**src/cob_pkg.sv**
```systemverilog
// ----------------------------------------------------------------------------
// cob_pkg
// Types, codes and helper functions shared by the cursor overlay blend unit.
// ----------------------------------------------------------------------------
`default_nettype none

package cob_pkg;

  localparam int unsigned CFG_IDX_W  = 3;
  localparam int unsigned CFG_DATA_W = 16;
  localparam int unsigned OFS_W      = 18;

  localparam logic [7:0]  ALPHA_OPAQUE = 8'hFF;
  localparam logic [15:0] ROUND_BIAS   = 16'd127;

  typedef enum logic [CFG_IDX_W-1:0] {
    CFG_FORMAT_MODE = 3'd0,
    CFG_ORIGIN_X    = 3'd1,
    CFG_ORIGIN_Y    = 3'd2,
    CFG_AREA_X      = 3'd3,
    CFG_AREA_Y      = 3'd4,
    CFG_WIDTH       = 3'd5,
    CFG_HEIGHT      = 3'd6
  } cfg_idx_e;

  typedef enum logic [2:0] {
    FMT_24_R2G1B0 = 3'd0,
    FMT_24_R0G1B2 = 3'd1,
    FMT_32_R2G1B0 = 3'd2,
    FMT_32_R0G1B2 = 3'd3,
    FMT_32_R3G2B1 = 3'd4,
    FMT_32_R1G2B3 = 3'd5,
    FMT_PASS      = 3'd6
  } fmt_e;

  typedef enum logic {
    CMD_LOAD  = 1'b0,
    CMD_PIXEL = 1'b1
  } cmd_e;

  typedef struct packed {
    logic        cmd;
    logic [11:0] cursor_index;
    logic [31:0] cursor_word;
    logic [31:0] frame_pixel;
    logic [13:0] pixel_column;
    logic [13:0] pixel_row;
  } in_t;

  typedef struct packed {
    logic [31:0] pixel_out;
    logic        covered;
  } out_t;

  // configuration as seen by the datapath, cursor corner already in area coordinates
  typedef struct packed {
    logic [2:0]       fmt;
    logic [OFS_W-1:0] cx;
    logic [OFS_W-1:0] cy;
    logic [6:0]       width;
    logic [6:0]       height;
  } cfg_t;

  function automatic logic [1:0] red_pos(input logic [2:0] fmt);
    logic [1:0] pos;
    case (fmt)
      FMT_24_R2G1B0: pos = 2'd2;
      FMT_24_R0G1B2: pos = 2'd0;
      FMT_32_R2G1B0: pos = 2'd2;
      FMT_32_R0G1B2: pos = 2'd0;
      FMT_32_R3G2B1: pos = 2'd3;
      FMT_32_R1G2B3: pos = 2'd1;
      default:       pos = 2'd0;
    endcase
    return pos;
  endfunction

  function automatic logic [1:0] green_pos(input logic [2:0] fmt);
    logic [1:0] pos;
    case (fmt)
      FMT_32_R3G2B1: pos = 2'd2;
      FMT_32_R1G2B3: pos = 2'd2;
      default:       pos = 2'd1;
    endcase
    return pos;
  endfunction

  function automatic logic [1:0] blue_pos(input logic [2:0] fmt);
    logic [1:0] pos;
    case (fmt)
      FMT_24_R2G1B0: pos = 2'd0;
      FMT_24_R0G1B2: pos = 2'd2;
      FMT_32_R2G1B0: pos = 2'd0;
      FMT_32_R0G1B2: pos = 2'd2;
      FMT_32_R3G2B1: pos = 2'd1;
      FMT_32_R1G2B3: pos = 2'd3;
      default:       pos = 2'd0;
    endcase
    return pos;
  endfunction

endpackage

`default_nettype wire

```
**src/cob_blend.sv**
```systemverilog
// ----------------------------------------------------------------------------
// cob_blend
// Premultiplied alpha blend of one cursor word onto the red, green and blue
// bytes of an image pixel.
// ----------------------------------------------------------------------------
`default_nettype none

module cob_blend (
  input  wire logic [31:0] pixel_i,
  input  wire logic [31:0] word_i,
  input  wire logic [2:0]  fmt_i,
  input  wire logic        hit_i,
  output      logic [31:0] pixel_o
);

  logic [1:0]  pos [3];
  logic [7:0]  src [3];
  logic [7:0]  dst [3];
  logic [15:0] prod [3];
  logic [16:0] acc [3];
  logic [7:0]  res [3];
  logic [7:0]  alpha;
  logic [7:0]  inv_alpha;

  assign alpha     = word_i[31:24];
  assign inv_alpha = cob_pkg::ALPHA_OPAQUE - alpha;

  assign pos[0] = cob_pkg::red_pos(fmt_i);
  assign pos[1] = cob_pkg::green_pos(fmt_i);
  assign pos[2] = cob_pkg::blue_pos(fmt_i);
  assign src[0] = word_i[23:16];
  assign src[1] = word_i[15:8];
  assign src[2] = word_i[7:0];

  // x/255 for 16-bit x as (x + (x >> 8) + 1) >> 8
  always_comb begin
    for (int c = 0; c < 3; c++) begin
      dst[c]  = pixel_i[{pos[c], 3'b000} +: 8];
      prod[c] = 16'(dst[c]) * 16'(inv_alpha) + cob_pkg::ROUND_BIAS;
      acc[c]  = 17'(prod[c]) + 17'(prod[c][15:8]) + 17'd1;
      if (alpha == cob_pkg::ALPHA_OPAQUE) begin
        res[c] = src[c];
      end else begin
        res[c] = acc[c][15:8] + src[c];
      end
    end
  end

  always_comb begin
    pixel_o = pixel_i;
    if (hit_i) begin
      for (int b = 0; b < 4; b++) begin
        if (pos[0] == 2'(b)) begin
          pixel_o[8*b +: 8] = res[0];
        end else if (pos[1] == 2'(b)) begin
          pixel_o[8*b +: 8] = res[1];
        end else if (pos[2] == 2'(b)) begin
          pixel_o[8*b +: 8] = res[2];
        end
      end
    end
  end

endmodule

`default_nettype wire

```
**config.mk**
```make
export PLATFORM = sky130hd
export DESIGN_NAME = cob_blend
export DESIGN_NICKNAME = d
export VERILOG_FILES = /design/src/cob_pkg.sv /design/src/cob_blend.sv
export SDC_FILE = /design/constraint.sdc
export NUM_CORES = 1
export LEC_CHECK = 0
export BUFFER_PORTS_ARGS = -buffer_cell sky130_fd_sc_hd__buf_4
export CORE_MARGIN = 2
export CORE_UTILIZATION = 55
export DETAILED_ROUTE_END_ITERATION = 16
export GPL_TIMING_DRIVEN = 0
export PLACE_DENSITY = 0.8
export SLEW_MARGIN = 5
export SYNTH_ARGS = -nofsm -noshare
export SYNTH_HDL_FRONTEND = slang
export SYNTH_SLANG_ARGS = --single-unit
```
**constraint.sdc**
```tcl
create_clock -name vclk -period 23.9
set_clock_uncertainty 0.05 [all_clocks]
set_input_delay 1.195 -clock vclk [all_inputs]
set_output_delay 1.195 -clock vclk [all_outputs]
set_load 0.01 [all_outputs]
```
# == Yosys cells after proc, flatten, opt, wreduce, memory -nomap -nowiden ==
# Cells that the tools add are included.
# totals
reg_bits,0
inputBits,68
output_inout_bits,32
elab_cells,60
# op_classes
n_addsub,13
mul,3
n_eq_ne,15
shift,3
mux,19
n_reduce_logical,7
# ops
operator,n
2-to-1 mux 8 bit,15
variable part select 32 x 6 -> 8 bit,3
adder 16 x 1 -> 16 bit (second input constant),3
adder 16 x 7 -> 16 bit (second input constant),3
adder 16 x 8 -> 16 bit,3
multiplier 8 x 8 -> 16 bit,3
2-to-1 mux 32 bit,1
adder 8 bit,3
equality test 2 bit (second input constant),6
case mux 2 bit (3 select lines),2
equality test 8 bit (second input constant),1
subtractor 8 bit (first input constant),1
equality test 2 x 1 -> 1 bit (second input constant),3
equality test 3 x 2 -> 1 bit (second input constant),2
equality test 3 bit (second input constant),2
zero test 2 bit,3
OR reduction 2 bit,3
equality test 3 x 1 -> 1 bit (second input constant),1
zero test 3 bit,1
2-to-1 mux 2 bit,1

# == Longest topological paths before layout ==
# depth
depth_word,14
mapped_depth,44
ltp_nobuf,40

# == Least setup slack after synthesis ==
# No wires, ideal clock.
# synth_timing
kind,input to output
startpoint,in fmt_i[2]
endpoint,out pixel_o[15]
arrival_ps,9982
t_required_ps,22655
slack_ps,12673
stages,43
n_path_buf,4
cell_sequence,buf_2 > nand2_1 > clkbuf_1 > nand2_1 > clkbuf_1 > nand2_1 > nand3_1 > nand2_1 > or2_2 > fa_1 > inv_1 > fa_1 > fa_1 > inv_1 > fa_1 > inv_1 > ha_1 > buf_6 > (+7 left out) > nand2_1 > maj3_1 > o22ai_2 > nor2_1 > o21ai_0 > xnor2_1 > ha_1 > a21o_1 > a21oi_1 > o21bai_1 > a21oi_1 > o21ai_0 > xor2_1 > nor4_1 > a221o_1 > or4_1 > a211o_1 > o221ai_1
# synth_via
elab_chain_len,14
elab_cells_between_ends,40
classes_between,12 x add/sub; 3 x mul; 8 x eq/ne; 3 x shift; 10 x mux; 4 x reduce/logical
# synth_lines
element,line,rtl
start: declaration,cob_blend.sv:11,"input wire logic [2:0] fmt_i,"
equality test 3 x 2 -> 1 bit / equality test 3 x 1 -> 1 bit (equally long branches),cob_pkg.sv:90,case (fmt)
OR reduction 2 bit (no line),-,
case mux 2 bit (3 select lines),cob_pkg.sv:90,
variable part select 32 x 6 -> 8 bit,cob_blend.sv:38,"dst[c] = pixel_i[{pos[c], 3'b000} +: 8];"
multiplier 8 x 8 -> 16 bit,cob_blend.sv:39,prod[c] = 16'(dst[c]) * 16'(inv_alpha) + cob_pkg::ROUND_BIAS;
adder 16 x 7 -> 16 bit,cob_blend.sv:39,
adder 16 x 8 -> 16 bit,cob_blend.sv:40,acc[c] = 17'(prod[c]) + 17'(prod[c][15:8]) + 17'd1;
adder 16 x 1 -> 16 bit,cob_blend.sv:40,
adder 8 bit,cob_blend.sv:44,res[c] = acc[c][15:8] + src[c];
2-to-1 mux 8 bit,cob_blend.sv:41,if (alpha == cob_pkg::ALPHA_OPAQUE) begin
2-to-1 mux 8 bit,cob_blend.sv:57,end else if (pos[2] == 2'(b)) begin
2-to-1 mux 8 bit,cob_blend.sv:55,end else if (pos[1] == 2'(b)) begin
2-to-1 mux 8 bit *,cob_blend.sv:53,if (pos[0] == 2'(b)) begin
2-to-1 mux 32 bit *,cob_blend.sv:51,if (hit_i) begin
end: declaration,cob_blend.sv:13,output logic [31:0] pixel_o
# Every way passes the cells marked *; elsewhere a longest branch is shown, timed or not.

# == Worst setup path after layout ==
# Same ends and word-level chain as after synthesis.

==> flow_summary_export.csv <==
group,metric,value,unit
floorplan,fp.dieH,143,µm
floorplan,fp.dieW,143,µm
sta,setup_viol,0,
placed_design,dpl.hpwl,26.8,mm
clock_network,hold_buffers,0,
sta,worst_pin_slew,0.890,ns
floorplan,row_count,50,
hold_path,hp-class,"input pin to output port",
routing,num_vias,10200,
setup_path,cp_common_cell,"nand2_1",
finish,layout.cells.non_filler,1734,
global_routing,grt_antenna_before_repair,0,
setup_path,cp_num_buf_inv,8,
routing,drtIter0Drc,797,
outcome,status,"finished, final reports clean",
sta,max-slew-margin-rel,0.390,
sta,setup_tns,0,ns
floorplan,core,0.0188,mm²
sta,period_share,0.539,
placed_design,globalplace.congestion,1.03,
placed_design,placed_cells,1734,
yosys,synth_top_area_frac,0.244,
finish,n_fill_cell,1731,
finish,layout.nets,1841,
routing,routed_via_density,5.91,
routing,drc,0,
global_routing,grt_max_degree,11,
hold_path,holdPathEnd,"pixel_o[31]",
sta,timing.final.crit_period,12.89,ns
sta,rsz0062_at_grt,"false",
finish,seq_cells,0,
sta,worst_slack,11.01,ns
clock_network,cts_resized,0,
yosys,synth-warning-count,0,
hold_path,holdCritStartpoint,"pixel_i[31]",
setup_path,cpMaxStageDelayCell,"fa_1",
yosys,yosysUniqueCellTypes,90,
global_routing,track_usage,0.310,
setup_path,path_max_fanout,10,
setup_path,crit_required,22.66,ns
setup_path,arrival,11.64,ns
yosys,synth.largest_area_cell,"fa_1",
floorplan,initial_core_util,0.564,
finish,drive_gt1_frac,0.127,
yosys,yosysSeqAreaShare,0,
finish,antenna_cells,0,
setup_path,cpPeakStageDelay,0.56,ns
routing,drt-total-wl,31.3,mm
yosys,synthCells,1402,
sta,finalMaxSlewViolations,0,
yosys,syn_nets,1741,
finish,syn_to_final_growth,9.72,%
floorplan,io_pins,100,
sta,hold_viol,0,
routing,ant_nets,0,
yosys,synth_area_per_cell,7.55,µm²
setup_path,crit_family,"adder cells",
yosys,yosys-top-cells-area,"fa_1, ha_1, inv_1",
finish,register_area,0,µm²
hold_path,holdPathStages,4,
global_routing,grt_pass1_vias,10200,
finish,nClkBuffers,0,
sta,fmaxAchievable,77.6,MHz
setup_path,start_kind,"input pin",
setup_path,crit_type,"input pin to output port",
global_routing,overflow,0,
routing,wire_per_inst,18.0,µm
flow_run,cap_violations,0,
yosys,yosysMostFrequentCell,"inv_1",
global_routing,grt_first_pass_wirelength,50.6,mm
setup_path,endpoint_kind,"output port",
placed_design,place_ws,11.15,ns
routing,dr.pass1.iters,5,
floorplan,die_area,0.0204,mm²
yosys,netlist_area,0.0106,mm²
yosys,synth_common_cells,"inv_1, nor2_1, ha_1",
placed_design,portBuffers,98,
clock_network,cts_setup_buffers,0,
## how the worst max path moves through the flow
stage | startpoint | endpoint | slack (ns) | cells past startpoint
floorplan | fmt_i[2] | pixel_o[15] | 12.67 | 43
global route | fmt_i[2] | pixel_o[15] | 10.38 | 42
detailed placement | fmt_i[2] | pixel_o[15] | 11.15 | 44
CTS | fmt_i[2] | pixel_o[15] | 11.13 | 44
finish | fmt_i[2] | pixel_o[15] | 11.01 | 44
global placement | fmt_i[2] | pixel_o[15] | 11.33 | 44
## cell type report
cell class,count,area [µm²],share of cell area
Timing Repair Buffer,98,736,0.0633
Tap cell,234,293,0.0252
Multi-Input combinational cell,1141,9590,0.826
Inverter,210,788,0.0679
Buffer,51,209,0.0180
## logic make-up after synthesis
kind of cell,Yosys count,share of synthesized area
multiplexers,24,0.0254
XOR/XNOR,76,0.0656
buffers and inverters,261,0.0942
AO/OA/AOI/OAI,282,0.179
AND/OR/NAND/NOR,486,0.222
adder cells (fa/ha/maj),273,0.414
## layout by cell type (no fill, tap or decap), types with 41 or more instances in the layout
| cell type | Yosys | layout |
|---|---|---|
| a21oi_1 | 90 | 90 |
| buf_4 | 1 | 99 |
| clkbuf_1 | 42 | 42 |
| fa_1 | 129 | 129 |
| ha_1 | 142 | 142 |
| inv_1 | 209 | 209 |
| nand2_1 | 117 | 117 |
| nand2b_1 | 41 | 41 |
| nor2_1 | 172 | 172 |
| o21ai_0 | 51 | 51 |
| or2_2 | 52 | 52 |
| xnor2_1 | 50 | 50 |
## metal layers
layer  vias up  wire length [µm]  global-route usage
met2       398             15100               0.543
met5         -                 0                   0
li1       4846                 -                   -
met4         0              1140              0.0995
met1      4919             12900               0.401
met3        84              2140              0.0359
## stage by stage
step,instance area [µm²],util,hold slack [ns]
2_1_floorplan,10600,-,2.49
3_3_place_gp,11600,0.619,2.67
3_5_place_dp,11600,0.619,2.67
4_1_cts,11600,0.619,2.67
5_1_grt,11600,0.619,2.69
6_report,11600,0.619,2.67
Power is left out: the tool's default activity adds up to more than one toggle a clock period on the data nets, which glitch-free logic cannot reach.
