**config.mk**
```make
export PLATFORM = sky130hd
export DESIGN_NAME = cob_cfg
export DESIGN_NICKNAME = d
export VERILOG_FILES = /design/src/cob_pkg.sv /design/src/cob_cfg.sv
export SDC_FILE = /design/constraint.sdc
export NUM_CORES = 1
export LEC_CHECK = 0
export ABC_AREA = 1
export BUFFER_PORTS_ARGS = -buffer_cell sky130_fd_sc_hd__buf_2
export CAP_MARGIN = 20
export CORE_ASPECT_RATIO = 0.5
export CORE_MARGIN = 1.5
export CORE_UTILIZATION = 53
export CTS_CLUSTER_DIAMETER = 80
export CTS_CLUSTER_SIZE = 8
export DETAILED_ROUTE_END_ITERATION = 6
export PLACE_DENSITY = 0.77
export SLEW_MARGIN = 25
export SYNTH_ARGS = -nofsm -noshare
export SYNTH_HDL_FRONTEND = slang
export SYNTH_SLANG_ARGS = --single-unit
export TNS_END_PERCENT = 1
```
**constraint.sdc**
```tcl
create_clock -name clk_i -period 1.6 [get_ports clk_i]
set_input_delay 0.16 -clock clk_i [delete_from_list [all_inputs] [get_ports clk_i]]
set_output_delay 0.16 -clock clk_i [all_outputs]
set_load 0.02 [all_outputs]
```
**src/cob_pkg.sv**
```systemverilog
// ----------------------------------------------------------------------------
// cob_pkg
// Types, codes and helper functions shared by the cursor overlay blend unit.
// ----------------------------------------------------------------------------
`default_nettype none

package cob_pkg;

  localparam int unsigned CFG_IDX_W  = 3;
  localparam int unsigned CFG_DATA_W = 16;
  localparam int unsigned OFS_W      = 18;

  localparam logic [7:0]  ALPHA_OPAQUE = 8'hFF;
  localparam logic [15:0] ROUND_BIAS   = 16'd127;

  typedef enum logic [CFG_IDX_W-1:0] {
    CFG_FORMAT_MODE = 3'd0,
    CFG_ORIGIN_X    = 3'd1,
    CFG_ORIGIN_Y    = 3'd2,
    CFG_AREA_X      = 3'd3,
    CFG_AREA_Y      = 3'd4,
    CFG_WIDTH       = 3'd5,
    CFG_HEIGHT      = 3'd6
  } cfg_idx_e;

  typedef enum logic [2:0] {
    FMT_24_R2G1B0 = 3'd0,
    FMT_24_R0G1B2 = 3'd1,
    FMT_32_R2G1B0 = 3'd2,
    FMT_32_R0G1B2 = 3'd3,
    FMT_32_R3G2B1 = 3'd4,
    FMT_32_R1G2B3 = 3'd5,
    FMT_PASS      = 3'd6
  } fmt_e;

  typedef enum logic {
    CMD_LOAD  = 1'b0,
    CMD_PIXEL = 1'b1
  } cmd_e;

  typedef struct packed {
    logic        cmd;
    logic [11:0] cursor_index;
    logic [31:0] cursor_word;
    logic [31:0] frame_pixel;
    logic [13:0] pixel_column;
    logic [13:0] pixel_row;
  } in_t;

  typedef struct packed {
    logic [31:0] pixel_out;
    logic        covered;
  } out_t;

  // configuration as seen by the datapath, cursor corner already in area coordinates
  typedef struct packed {
    logic [2:0]       fmt;
    logic [OFS_W-1:0] cx;
    logic [OFS_W-1:0] cy;
    logic [6:0]       width;
    logic [6:0]       height;
  } cfg_t;

  function automatic logic [1:0] red_pos(input logic [2:0] fmt);
    logic [1:0] pos;
    case (fmt)
      FMT_24_R2G1B0: pos = 2'd2;
      FMT_24_R0G1B2: pos = 2'd0;
      FMT_32_R2G1B0: pos = 2'd2;
      FMT_32_R0G1B2: pos = 2'd0;
      FMT_32_R3G2B1: pos = 2'd3;
      FMT_32_R1G2B3: pos = 2'd1;
      default:       pos = 2'd0;
    endcase
    return pos;
  endfunction

  function automatic logic [1:0] green_pos(input logic [2:0] fmt);
    logic [1:0] pos;
    case (fmt)
      FMT_32_R3G2B1: pos = 2'd2;
      FMT_32_R1G2B3: pos = 2'd2;
      default:       pos = 2'd1;
    endcase
    return pos;
  endfunction

  function automatic logic [1:0] blue_pos(input logic [2:0] fmt);
    logic [1:0] pos;
    case (fmt)
      FMT_24_R2G1B0: pos = 2'd0;
      FMT_24_R0G1B2: pos = 2'd2;
      FMT_32_R2G1B0: pos = 2'd0;
      FMT_32_R0G1B2: pos = 2'd2;
      FMT_32_R3G2B1: pos = 2'd1;
      FMT_32_R1G2B3: pos = 2'd3;
      default:       pos = 2'd0;
    endcase
    return pos;
  endfunction

endpackage

`default_nettype wire

```
**src/cob_cfg.sv**
```systemverilog
// ----------------------------------------------------------------------------
// cob_cfg
// Configuration registers and the derived cursor corner in area coordinates.
// ----------------------------------------------------------------------------
`default_nettype none

module cob_cfg (
  input  wire logic                            clk_i,
  input  wire logic                            rst_ni,
  input  wire logic                            cfg_we_i,
  input  wire logic [cob_pkg::CFG_IDX_W-1:0]   cfg_idx_i,
  input  wire logic [cob_pkg::CFG_DATA_W-1:0]  cfg_wdata_i,
  output      cob_pkg::cfg_t                   cfg_o
);

  logic [2:0]                   fmt_q;
  logic [15:0]                  origin_x_q;
  logic [15:0]                  origin_y_q;
  logic [14:0]                  area_x_q;
  logic [14:0]                  area_y_q;
  logic [6:0]                   width_q;
  logic [6:0]                   height_q;
  logic [cob_pkg::OFS_W-1:0]    cx_q, cx_d;
  logic [cob_pkg::OFS_W-1:0]    cy_q, cy_d;

  always_ff @(posedge clk_i or negedge rst_ni) begin
    if (!rst_ni) begin
      fmt_q      <= cob_pkg::FMT_PASS;
      origin_x_q <= '0;
      origin_y_q <= '0;
      area_x_q   <= '0;
      area_y_q   <= '0;
      width_q    <= '0;
      height_q   <= '0;
    end else if (cfg_we_i) begin
      case (cfg_idx_i)
        cob_pkg::CFG_FORMAT_MODE: fmt_q      <= cfg_wdata_i[2:0];
        cob_pkg::CFG_ORIGIN_X:    origin_x_q <= cfg_wdata_i[15:0];
        cob_pkg::CFG_ORIGIN_Y:    origin_y_q <= cfg_wdata_i[15:0];
        cob_pkg::CFG_AREA_X:      area_x_q   <= cfg_wdata_i[14:0];
        cob_pkg::CFG_AREA_Y:      area_y_q   <= cfg_wdata_i[14:0];
        cob_pkg::CFG_WIDTH:       width_q    <= cfg_wdata_i[6:0];
        cob_pkg::CFG_HEIGHT:      height_q   <= cfg_wdata_i[6:0];
        default: ;
      endcase
    end
  end

  // cursor corner = sign-extended origin minus area edge
  assign cx_d = {{2{origin_x_q[15]}}, origin_x_q} - {3'b000, area_x_q};
  assign cy_d = {{2{origin_y_q[15]}}, origin_y_q} - {3'b000, area_y_q};

  always_ff @(posedge clk_i or negedge rst_ni) begin
    if (!rst_ni) begin
      cx_q <= '0;
      cy_q <= '0;
    end else begin
      cx_q <= cx_d;
      cy_q <= cy_d;
    end
  end

  assign cfg_o.fmt    = fmt_q;
  assign cfg_o.cx     = cx_q;
  assign cfg_o.cy     = cy_q;
  assign cfg_o.width  = width_q;
  assign cfg_o.height = height_q;

endmodule

`default_nettype wire

```
Yosys cells after proc, flatten, opt, wreduce, memory -nomap -nowiden
Index checks and enable logic that the tools add are counted.

operators by class
  add/subtract/negate cells = 2
  equality and inequality tests = 6
  reduce and logical (&&, ||, !) cells = 8

operator list
  cell                                                                   count
  16-bit by 16-bit subtractor with 17-bit output                         2
  2-bit AND reduction                                                    7
  3-bit equality test, second input constant                             3
  3-bit by 2-bit equality test with 1-bit output, second input constant  2
  3-bit by 1-bit equality test with 1-bit output, second input constant  1
  3-bit zero test                                                        1

word-level totals
  register bits = 113
  output and inout bits = 53
  word-level logic and storage cells = 25

Logic depth before layout (Yosys ltp)
Gate-level depths: netlist of the first run.

  word-level depth = 2
  gate-level depth with buffers = 11

Worst setup path after synthesis of the first run
OpenSTA, ideal clock, no wires.

  path kind = reg2reg
  start point = register origin_y_q[0]
  end point = register, netlist name cy_q[16]
  arrival time = 1.482 ns
  setup slack = 0.002 ns
  stages on the path, launching flop included = 12
  period minus slack after synthesis = 1.598 ns
  cells stage by stage = dfrtp_1 > inv_1 > ha_1 > fa_1 > inv_1 > nand3_1 > nand3_1 > nand2_1 > nand3_1 > nand2_1 > nand2_1 > nand2_1

on the way
  cells in the longest elaborated chain, start to end = 1

ends and longest elaborated chain
  item                                            line           source
  start: declaration                              cob_cfg.sv:18  logic [15:0] origin_y_q;
  start signal: assignment                        cob_cfg.sv:39  cob_pkg::CFG_ORIGIN_Y: origin_y_q <= cfg_wdata_i[15:0];
  16-bit by 16-bit subtractor with 17-bit output  cob_cfg.sv:51  assign cy_d = {{2{origin_y_q[15]}}, origin_y_q} - {3'b000, area_y_q};
  via cy_d (one bit)                              cob_cfg.sv:24  logic [cob_pkg::OFS_W-1:0] cy_q, cy_d;

The timed path passes the listed nets, and every way through them passes these cells.
A chain may end at the register's enable or synchronous reset.

Final worst setup path of the first run
  start point = register area_x_q[0]
  end point = register, netlist name cx_q[16]

on the way
  cells in the longest elaborated chain, start to end = 1

ends and longest elaborated chain
  item                                            line           source
  start: declaration                              cob_cfg.sv:19  logic [14:0] area_x_q;
  start signal: assignment                        cob_cfg.sv:40  cob_pkg::CFG_AREA_X: area_x_q <= cfg_wdata_i[14:0];
  16-bit by 16-bit subtractor with 17-bit output  cob_cfg.sv:50  assign cx_d = {{2{origin_x_q[15]}}, origin_x_q} - {3'b000, area_x_q};
  via cx_d (one bit)                              cob_cfg.sv:23  logic [cob_pkg::OFS_W-1:0] cx_q, cx_d;

The timed path passes the listed nets, and every way through them passes these cells.

==> results of run 1 <==
==> flip-flops by register name (all words and copies together) (netlist names) <==
register and cells:
area_y_q 15, fmt_q 3, height_q 7, origin_x_q 16, cx_q 17, cy_q 17, width_q 7, origin_y_q 16
area_x_q 15
==> cells in the final DEF, fill, tap and decap left out <==
| master | count |
|---|---|
| nor3_1 | 5 |
| ha_1 | 13 |
| nor2_2 | 4 |
| clkbuf_16 | 17 |
| o21ai_1 | 36 |
| inv_2 | 11 |
| or2_1 | 1 |
| ha_4 | 8 |
| fa_2 | 2 |
| nor3_2 | 5 |
| xnor2_1 | 3 |
| bufinv_16 | 2 |
| clkbuf_1 | 2 |
| a21oi_1 | 7 |
| nand4_1 | 4 |
| xor2_1 | 11 |
| nor2_4 | 1 |
| a21oi_2 | 9 |
| dfrtp_1 | 111 |
| dlygate4sd3_1 | 1 |
| o21ai_2 | 32 |
| nand2_2 | 25 |
| nor2_1 | 16 |
| clkinv_1 | 1 |
| o21ai_0 | 13 |
| nand3_1 | 21 |
| dfstp_2 | 2 |
| buf_12 | 4 |
| o21bai_1 | 2 |
| clkbuf_8 | 2 |
| buf_2 | 73 |
| nand2_1 | 231 |
| buf_4 | 12 |
| clkinv_2 | 6 |
| ha_2 | 9 |
| nand3_2 | 5 |
| clkinvlp_4 | 3 |
| inv_1 | 127 |
==> worst paths after layout <==
path	slack, ns	to	cells past startpoint	start
min in group asynchronous	0.25	cx_q[1]$_DFF_PN0_	2	rst_ni
worst max-delay path	-0.02	cx_q[16]$_DFF_PN0_	10	area_x_q[0]$_DFFE_PN0P_
worst max register to register	-0.02	cx_q[16]$_DFF_PN0_	10	area_x_q[0]$_DFFE_PN0P_
worst min-delay path	0.06	origin_x_q[11]$_DFFE_PN0P_	3	cfg_wdata_i[11]
worst min register to register	0.48	area_y_q[5]$_DFFE_PN0P_	2	area_y_q[5]$_DFFE_PN0P_
max in group asynchronous	0.82	cy_q[15]$_DFF_PN0_	3	rst_ni
==> report_power, final <==
part / internal (mW) / switching (mW)
logic: 1.91 / 3.31
registers: 3.68 / 0.377
clock network: 2.35 / 1.29
total: 7.94 / 4.98
==> area by class of cell <==
class / instances / area [µm²] / area share [%]
clock buffer: 21 / 460.4 / 6.262
clock inverter: 11 / 112.6 / 1.531
inverter: 139 / 521.8 / 7.095
multi-input combinational: 463 / 2701 / 36.74
sequential: 113 / 2830 / 38.49
tap: 145 / 181.4 / 2.467
timing repair buffer: 90 / 545.5 / 7.419
==> worst max-delay path: stages, from the launching register on <==
cell     delay, ns
dfrtp_1       0.40
ha_4          0.18
fa_2          0.39
inv_2         0.08
nand3_2       0.06
nand3_2       0.09
nand2_2       0.06
nand3_2       0.08
nand2_1       0.05
nand2_1       0.06
nand2_1       0.05
==> per-stage QoR <==
step	power (mW)	cell area, µm²
3_3_place_gp	8.796	6565
4_1_cts	12.69	7181
5_1_grt	13.80	7353
2_1_floorplan	7.514	5991
3_5_place_dp	8.892	6565
6_report	12.92	7353
==> layer usage <==
| layer | track usage, % | part of all wire, % | vias up |
|---|---|---|---|
| met5 | 0 | 0 | - |
| li1 | - | - | 2433 |
| met4 | 7.184 | 0.85 | 0 |
| met1 | 32.77 | 49 | 2331 |
| met2 | 36.91 | 46 | 116 |
| met3 | 6.074 | 4.9 | 17 |
==> repair_timing <==
item | 4_1_cts | 5_1_grt
endpoints found under the hold margin | 31 | 0
pin swaps | 0 | 2
endpoints found under the setup margin | 10 | 21
hold buffers | 1 | 0
gates resized for setup | 9 | 35
buffers inserted | 0 | 1
==> cells by family after synthesis <==
logic type	Yosys count
and+or+nand+nor	318
buffers and inverters	155
DFF	113
AOI/OAI and AO/OA	99
adders and majority gates	32
xor gates and xnor gates	14
==> impl_metrics.json, run 1 <==
{
  "dp.cells": 948,
  "yosysMostFrequentCell": "nand2_1",
  "vias_per_cell": 4.987,
  "cts_buffers": 17,
  "synth-compound-area-share_pct": 10.42,
  "synthTopCellsByArea": "dfrtp_1 46%, nand2_1 15%, inv_1 8.2%",
  "io_pins": 75,
  "synth-edff-count": 0,
  "areaGrowthSynthToFinish_pct": 22.74,
  "grt-ovfl-total": 0,
  "coreArea_um2": 11010,
  "hold_viol_final": 0,
  "htree_levels": 4,
  "die_h_um": 78.18,
  "leakage_nw": 4.000,
  "cp.required_ns": 1.91,
  "place_congestion": 0.8755,
  "synthTopCellsByCount": "237 x nand2_1, 131 x inv_1, 111 x dfrtp_1",
  "synth_cell_types": 28,
  "cts.sinks": 113,
  "route.detailed.drc": 0,
  "setup_ws_ns": -0.02134,
  "syn_inst": 731,
  "ys_warn_count": 0,
  "cap_viol_max_count": 0,
  "final_util_pct": 66.77,
  "period_share_pct": 101.3,
  "finClkSkew_ns": 0.007886,
  "path_clk_slew_ns": 0.05,
  "hpwlAfterDp_um": 9018,
  "slew_viol_final": 0,
  "die_area_um2": 11990,
  "antennaDiodeCount": 0,
  "holdWs_ns": 0.06423,
  "start_kind": "register",
  "violations": "negative setup slack",
  "cts_root_buffer": "clkbuf_16",
  "vias": 4897,
  "grt_max_degree": 37,
  "cp.arrival_ns": 1.93,
  "ant_nets": 0,
  "yosysSeqAreaShare_pct": 47.24,
  "hold_path.class": "in2reg",
  "cts_tree": "built",
  "synthSimpleGateAreaFrac_pct": 22.39,
  "synth_area_per_cell_um2": 8.195,
  "syn-cell-area_um2": 5991,
  "io_buffers": 74,
  "fillers": 877,
  "start_util_pct": 54.40,
  "grt_usage_pct": 23.67,
  "insertion_delay_ns": 0.42,
  "status": "complete, but fails checks",
  "finalSetupViolCount": 1,
  "pre_cts_slack_ns": -0.1112,
  "synth_top_area_share_pct": 46.37,
  "grt_pass1_vias": 4670,
  "ys_ff_latch": 113,
  "timing.fmax_ghz": 0.6168,
  "synthesis.nets": 785,
  "grt_antenna_before_repair": 0,
  "cts_buffer_depth": 2,
  "yosys.area.top_type": "dfrtp_1",
  "end_kind": "register",
  "dieWidth_um": 153.4,
  "critical_path_class": "reg2reg",
  "ys.flop_type": "dfrtp_1",
  "relSlewSlack_pct": 66.76,
  "routedWlPerCell_um": 13.58,
  "synthAdderAreaFrac_pct": 6.934,
  "dr.pass1.iters": 5,
  "drive_above_1_share_pct": 27.72,
  "async_flop_share_pct": 100.0,
  "tns_ns": -0.02134,
  "nNetsFinal": 878,
  "path_max_fanout": 3,
  "synth_xor_area_share_pct": 2.047,
  "synth_top_family_by_area": "simple AND/OR/NAND/NOR gates",
  "drt_iter0_drc": 304,
  "synth_mux_area_share_pct": 0,
  "tightest_slew_ns": 0.4985,
  "period_minus_slack_ns": 1.621,
  "grt_pass1_wl_um": 22080,
  "vdd_drop_max_mv": 0.9231,
  "stdcell_count": 982,
  "finalWirelength_um": 13340,
  "grt_setup_unrepaired": "yes",
  "power.density_nw_per_um2": 1757,
  "rows": 27
}
(Power assumes the default switching activity.)
==> run 2, diff against run 1 <==
--- a/config.mk
+++ b/config.mk
@@ -15,6 +15,7 @@
 export CTS_CLUSTER_SIZE = 8
 export DETAILED_ROUTE_END_ITERATION = 6
 export PLACE_DENSITY = 0.77
+export SKIP_LAST_GASP = 1
 export SLEW_MARGIN = 25
 export SYNTH_ARGS = -nofsm -noshare
 export SYNTH_HDL_FRONTEND = slang
==> impl_metrics.json, run 2 (synthesis gave the netlist of run 1 again) <==
{
  "status": "complete, but fails checks",
  "violations": "negative setup slack",
  "end_kind": "register",
  "cts.sinks": 113,
  "dr.pass1.iters": 5,
  "path_cells": "ha_4 > fa_2 > inv_2 > nand3_2 > nand3_2 > nand2_2 > nand3_2 > nand2_1 > nand2_1 > nand2_1",
  "p_int_mw": 7.802,
  "top_layer": "met4",
  "grt_max_degree": 37,
  "nNetsFinal": 878,
  "routedWlPerCell_um": 13.40,
  "wl_met2_um": 5942,
  "critical_path_class": "reg2reg",
  "hold_viol_final": 0,
  "period_share_pct": 101.6,
  "die_area_um2": 11990,
  "cp.required_ns": 1.90,
  "leakage_nw": 4.002,
  "max_stage_delay_ns": 0.40,
  "insertion_delay_ns": 0.42,
  "seqPwrFrac_pct": 31.8,
  "relSlewSlack_pct": 66.70,
  "stdcell_area_um2": 7206,
  "met1_length_um": 6416,
  "drive_above_1_share_pct": 24.49,
  "cap_viol_max_count": 0,
  "place_congestion": 0.8755,
  "hpwlAfterDp_um": 9018,
  "dieWidth_um": 153.4,
  "die_h_um": 78.18,
  "final_common_cell": "nand2_1",
  "reg2reg_depth": 10,
  "grt_setup_unrepaired": "yes",
  "start_util_pct": 54.40,
  "io_buffers": 74,
  "grt_usage_pct": 23.61,
  "finClkSkew_ns": 0.007169,
  "p_switching_mw": 4.883,
  "top_regs": "cx_q: 17 flops, cy_q: 17 flops",
  "vias_per_cell": 4.960,
  "holdPathStages": 3,
  "timing.fmax_ghz": 0.6149,
  "antennaDiodeCount": 0,
  "hold_path.class": "in2reg",
  "coreArea_um2": 11010,
  "ant_nets": 0,
  "power_frac_clock_pct": 28.7,
  "final_cell_mix": "234 x nand2_1, 128 x inv_1, 111 x dfrtp_1",
  "start_kind": "register",
  "drt_iter0_drc": 297,
  "cts_buffer_depth": 2,
  "grt-ovfl-total": 0,
  "areaGrowthSynthToFinish_pct": 20.28,
  "power.density_nw_per_um2": 1760,
  "cp.arrival_ns": 1.93,
  "holdWs_ns": 0.06556,
  "grt_antenna_before_repair": 0,
  "cts_root_buffer": "clkbuf_16",
  "swShare_pct": 38.49,
  "postPlaceCellArea_um2": 6565,
  "io_pins": 75,
  "path_clk_slew_ns": 0.05,
  "rows": 27,
  "tightest_slew_ns": 0.4995,
  "cp_slowest_cell": "dfrtp_1",
  "cts_buffers": 17,
  "power_mw": 12.69,
  "grt_pass1_vias": 4659,
  "path_max_fanout": 3,
  "vias": 4871,
  "finalSetupViolCount": 4,
  "setup_ws_ns": -0.02627,
  "htree_levels": 4,
  "pwr-share-comb_pct": 39.5,
  "grt_pass1_wl_um": 22020,
  "finalWirelength_um": 13160,
  "period_minus_slack_ns": 1.626,
  "vdd_drop_max_mv": 0.9193,
  "cts_tree": "built",
  "route.detailed.drc": 0,
  "wl_met3_um": 674,
  "slew_viol_final": 0
}
## run 2: cell counts in the layout (fill, tap and decap cells not counted)
Identical to the previous run, type by type.
## run 2: worst paths after layout
kind                                               from                         end  slack, ns
worst max-delay path            area_x_q[0]$_DFFE_PN0P_          cx_q[16]$_DFF_PN0_      -0.03
worst min-delay path                    cfg_wdata_i[11]  origin_x_q[11]$_DFFE_PN0P_       0.07
worst max register to register  area_x_q[0]$_DFFE_PN0P_          cx_q[16]$_DFF_PN0_      -0.03
worst min register to register  area_y_q[5]$_DFFE_PN0P_     area_y_q[5]$_DFFE_PN0P_       0.48
max in group asynchronous                        rst_ni          cy_q[15]$_DFF_PN0_       0.82
min in group asynchronous                        rst_ni           cx_q[1]$_DFF_PN0_       0.24
## run 2: cell type report
type                       instances  area, µm²
fill                             901       3807
sequential                       113       2830
multi-input combinational        463       2554
timing repair buffer              90      545.5
inverter                         139      521.8
clock buffer                      21      460.4
tap                              145      181.4
clock inverter                    11      112.6
## run 2: power groups by stage
stage               combinational, mW  sequential, mW  clock (mW)
global route                     5.60            4.13        3.83
floorplan                        2.83            4.68           0
finish                           5.01            4.04        3.64
global placement                 4.73            4.07           0
detailed placement               4.85            4.04           0
CTS                              4.95            4.03        3.69
## run 2: critical path, delay by kind of cell (launching register included)
| family | cells | cell delay, ns |
|---|---|---|
| flops | 1 | 0.40 |
| fa+ha+maj | 2 | 0.57 |
| buf+inv | 1 | 0.08 |
| simple gates | 7 | 0.46 |
## run 2: timing repair
action,CTS,global route
buffers inserted,0,1
cloned,0,0
resized for setup,7,9
endpoints found under the setup margin,10,21
hold buffers,1,0
endpoints found under the hold margin,31,0
pin swaps,0,1
## run 2: stage by stage
| step | setup TNS (ns) | util [%] | cells | setup slack, ns |
|---|---|---|---|---|
| after floorplan | 0 | - | 731 | 0.001579 |
| after global routing | -1.598 | 65.43 | 982 | -0.1526 |
| after global placement | -0.05651 | 59.61 | 948 | -0.02989 |
| after detailed placement | -0.4202 | 59.61 | 948 | -0.1112 |
| after CTS | -0.04111 | 65.13 | 981 | -0.02650 |
| final | -0.04390 | 65.43 | 982 | -0.02627 |
## run 2: layer usage
metal / vias up / GRT usage [%]
li1: 2432 / -
met1: 2305 / 32.77
met2: 118 / 36.68
met3: 16 / 6.074
met4: 0 / 7.184
met5: - / 0
==> run 3, diff against run 2 <==
--- a/config.mk
+++ b/config.mk
@@ -15,6 +15,7 @@
 export CTS_CLUSTER_SIZE = 8
 export DETAILED_ROUTE_END_ITERATION = 6
 export PLACE_DENSITY = 0.77
+export RECOVER_POWER = 100
 export SKIP_LAST_GASP = 1
 export SLEW_MARGIN = 25
 export SYNTH_ARGS = -nofsm -noshare
==> impl_metrics.json, run 3 (synthesis gave the netlist of run 1 again) <==
{
  "grt_usage_pct": 23.61,
  "place_congestion": 0.8755,
  "grt_pass1_wl_um": 22020,
  "fillers": 949,
  "hp-start": "cfg_wdata_i[11]",
  "cap_viol_max_count": 0,
  "cp.required_ns": 1.91,
  "setup_ws_ns": -0.02095,
  "io_buffers": 74,
  "nNetsFinal": 878,
  "ant_nets": 0,
  "coreArea_um2": 11010,
  "areaGrowthSynthToFinish_pct": 17.67,
  "start_kind": "register",
  "cts_buffers": 17,
  "rows": 27,
  "max_stage_delay_ns": 0.40,
  "path_cells": "ha_4 > fa_2 > inv_2 > nand3_2 > nand3_2 > nand2_2 > nand3_2 > nand2_1 > nand2_1 > nand2_1",
  "min_to": "origin_x_q[11]$_DFFE_PN0P_",
  "grt_max_degree": 37,
  "cp_slowest_cell": "dfrtp_1",
  "reg2reg_depth": 10,
  "hpwlAfterDp_um": 9018,
  "start_util_pct": 54.40,
  "die_h_um": 78.18,
  "vias": 4828,
  "r2r_end": "cx_q[16]$_DFF_PN0_",
  "critical_path_class": "reg2reg",
  "final_cell_mix": "234 x nand2_1, 128 x inv_1, 111 x dfrtp_1",
  "finalWirelength_um": 13210,
  "cp.arrival_ns": 1.93,
  "holdPathStages": 3,
  "grt-ovfl-total": 0,
  "leakage_nw": 3.942,
  "vias_per_cell": 4.916,
  "timing.fmax_ghz": 0.6169,
  "cts_buffer_depth": 2,
  "drive_above_1_share_pct": 20.43,
  "stdcell_count": 982,
  "route.detailed.drc": 1,
  "drt_iter0_drc": 350,
  "cts.sinks": 113,
  "finClkSkew_ns": 0.006979,
  "period_minus_slack_ns": 1.621,
  "violations": "design-rule violations, negative setup slack",
  "final_common_cell": "nand2_1",
  "dr.pass1.iters": 7,
  "period_share_pct": 101.3,
  "power.density_nw_per_um2": 1786,
  "top_regs": "cx_q: 17 flops, cy_q: 17 flops",
  "hold_viol_final": 0,
  "io_pins": 75,
  "cts_root_buffer": "clkbuf_16",
  "hold_path.class": "in2reg",
  "grt_setup_unrepaired": "yes",
  "htree_levels": 4,
  "slew_viol_final": 0,
  "dieWidth_um": 153.4,
  "holdWs_ns": 0.06142,
  "path_max_fanout": 3,
  "die_area_um2": 11990,
  "r2r_start": "area_x_q[0]$_DFFE_PN0P_",
  "insertion_delay_ns": 0.42,
  "end_kind": "register",
  "tightest_slew_ns": 0.9220,
  "grt_pass1_vias": 4659,
  "status": "complete, but fails checks",
  "cts_tree": "built",
  "relSlewSlack_pct": 38.53,
  "path_clk_slew_ns": 0.05,
  "r2r_setup_slack_ns": -0.02,
  "antennaDiodeCount": 0,
  "dp.cells": 948,
  "vdd_drop_max_mv": 0.9180,
  "routedWlPerCell_um": 13.45,
  "finalSetupViolCount": 3,
  "pre_cts_slack_ns": -0.1112,
  "grt_antenna_before_repair": 0
}
==> run 3: cell types whose count changed in the layout (fill, tap and decap cells not counted), moves of 2 or more <==
cell and delta:
clkbuf_2 +4, dfstp_1 +2, buf_4 -3, o21ai_1 -34
o21ai_2 -30, dfstp_2 -2, o21ai_0 +64, buf_12 -2
==> run 3: layer usage <==
layer  global-route usage (%)  vias up  part of all wire, %
met1                    32.77     2276                   49
li1                         -     2424                    -
met4                    7.184        0                  1.1
met3                    6.074       18                  5.0
met5                        0        -                    0
met2                    36.68      110                   45
==> run 3: worst max-delay path by stage <==
| stage | to | depth (start not counted) | start |
|---|---|---|---|
| after floorplan | cy_q[16]$_DFF_PN0_ | 11 | origin_y_q[0]$_DFFE_PN0P_ |
| after global placement | cy_q[16]$_DFF_PN0_ | 11 | origin_y_q[0]$_DFFE_PN0P_ |
| after detailed placement | cy_q[16]$_DFF_PN0_ | 11 | origin_y_q[0]$_DFFE_PN0P_ |
| after CTS | cx_q[13]$_DFF_PN0_ | 9 | origin_x_q[12]$_DFFE_PN0P_ |
| after global routing | cx_q[16]$_DFF_PN0_ | 10 | area_x_q[0]$_DFFE_PN0P_ |
| final | cx_q[16]$_DFF_PN0_ | 10 | area_x_q[0]$_DFFE_PN0P_ |
==> run 3: where the power goes <==
part	switching, mW	total [mW]	leakage (nW)	internal [mW]
Sequential	0.356	4.03	1.39	3.68
Combinational	3.19	4.90	2.28	1.71
Clock	1.31	3.65	0.278	2.35
==> run 3: stage by stage <==
stage / cell area (µm²) / setup TNS, ns / total power, mW / util [%]
floorplan: 5991 / 0 / 7.514 / -
global placement: 6565 / -0.05651 / 8.796 / 59.61
detailed placement: 6565 / -0.4202 / 8.892 / 59.61
CTS: 7173 / -0.04111 / 12.68 / 65.13
global route: 7049 / -2.113 / 13.44 / 64.01
finish: 7049 / -0.03682 / 12.59 / 64.01
==> run 3: cell type report <==
cell class,count,area [µm²],share of cell area (%)
Clock buffer,21,460.4,6.532
Timing Repair Buffer,90,509.2,7.224
Sequential cell,113,2830,40.15
Clock inverter,11,112.6,1.597
Inverter,139,521.8,7.401
Multi-Input combinational cell,463,2434,34.52
Tap cell,145,181.4,2.574
==> run 3: repair_timing <==
action	in CTS	in global routing
setup endpoints to repair	10	21
gates resized for setup	7	9
pin swaps	0	1
hold endpoints to repair	31	0
hold buffers	1	0
buffers inserted	0	1
==> run 3: worst max-delay path: cells and delay by family (launching register included) <==
family,cells,cell delay [ns]
adder cells (fa/ha/maj),2,0.57
AND/OR/NAND/NOR,7,0.45
flip-flops,1,0.40
buffers and inverters,1,0.07
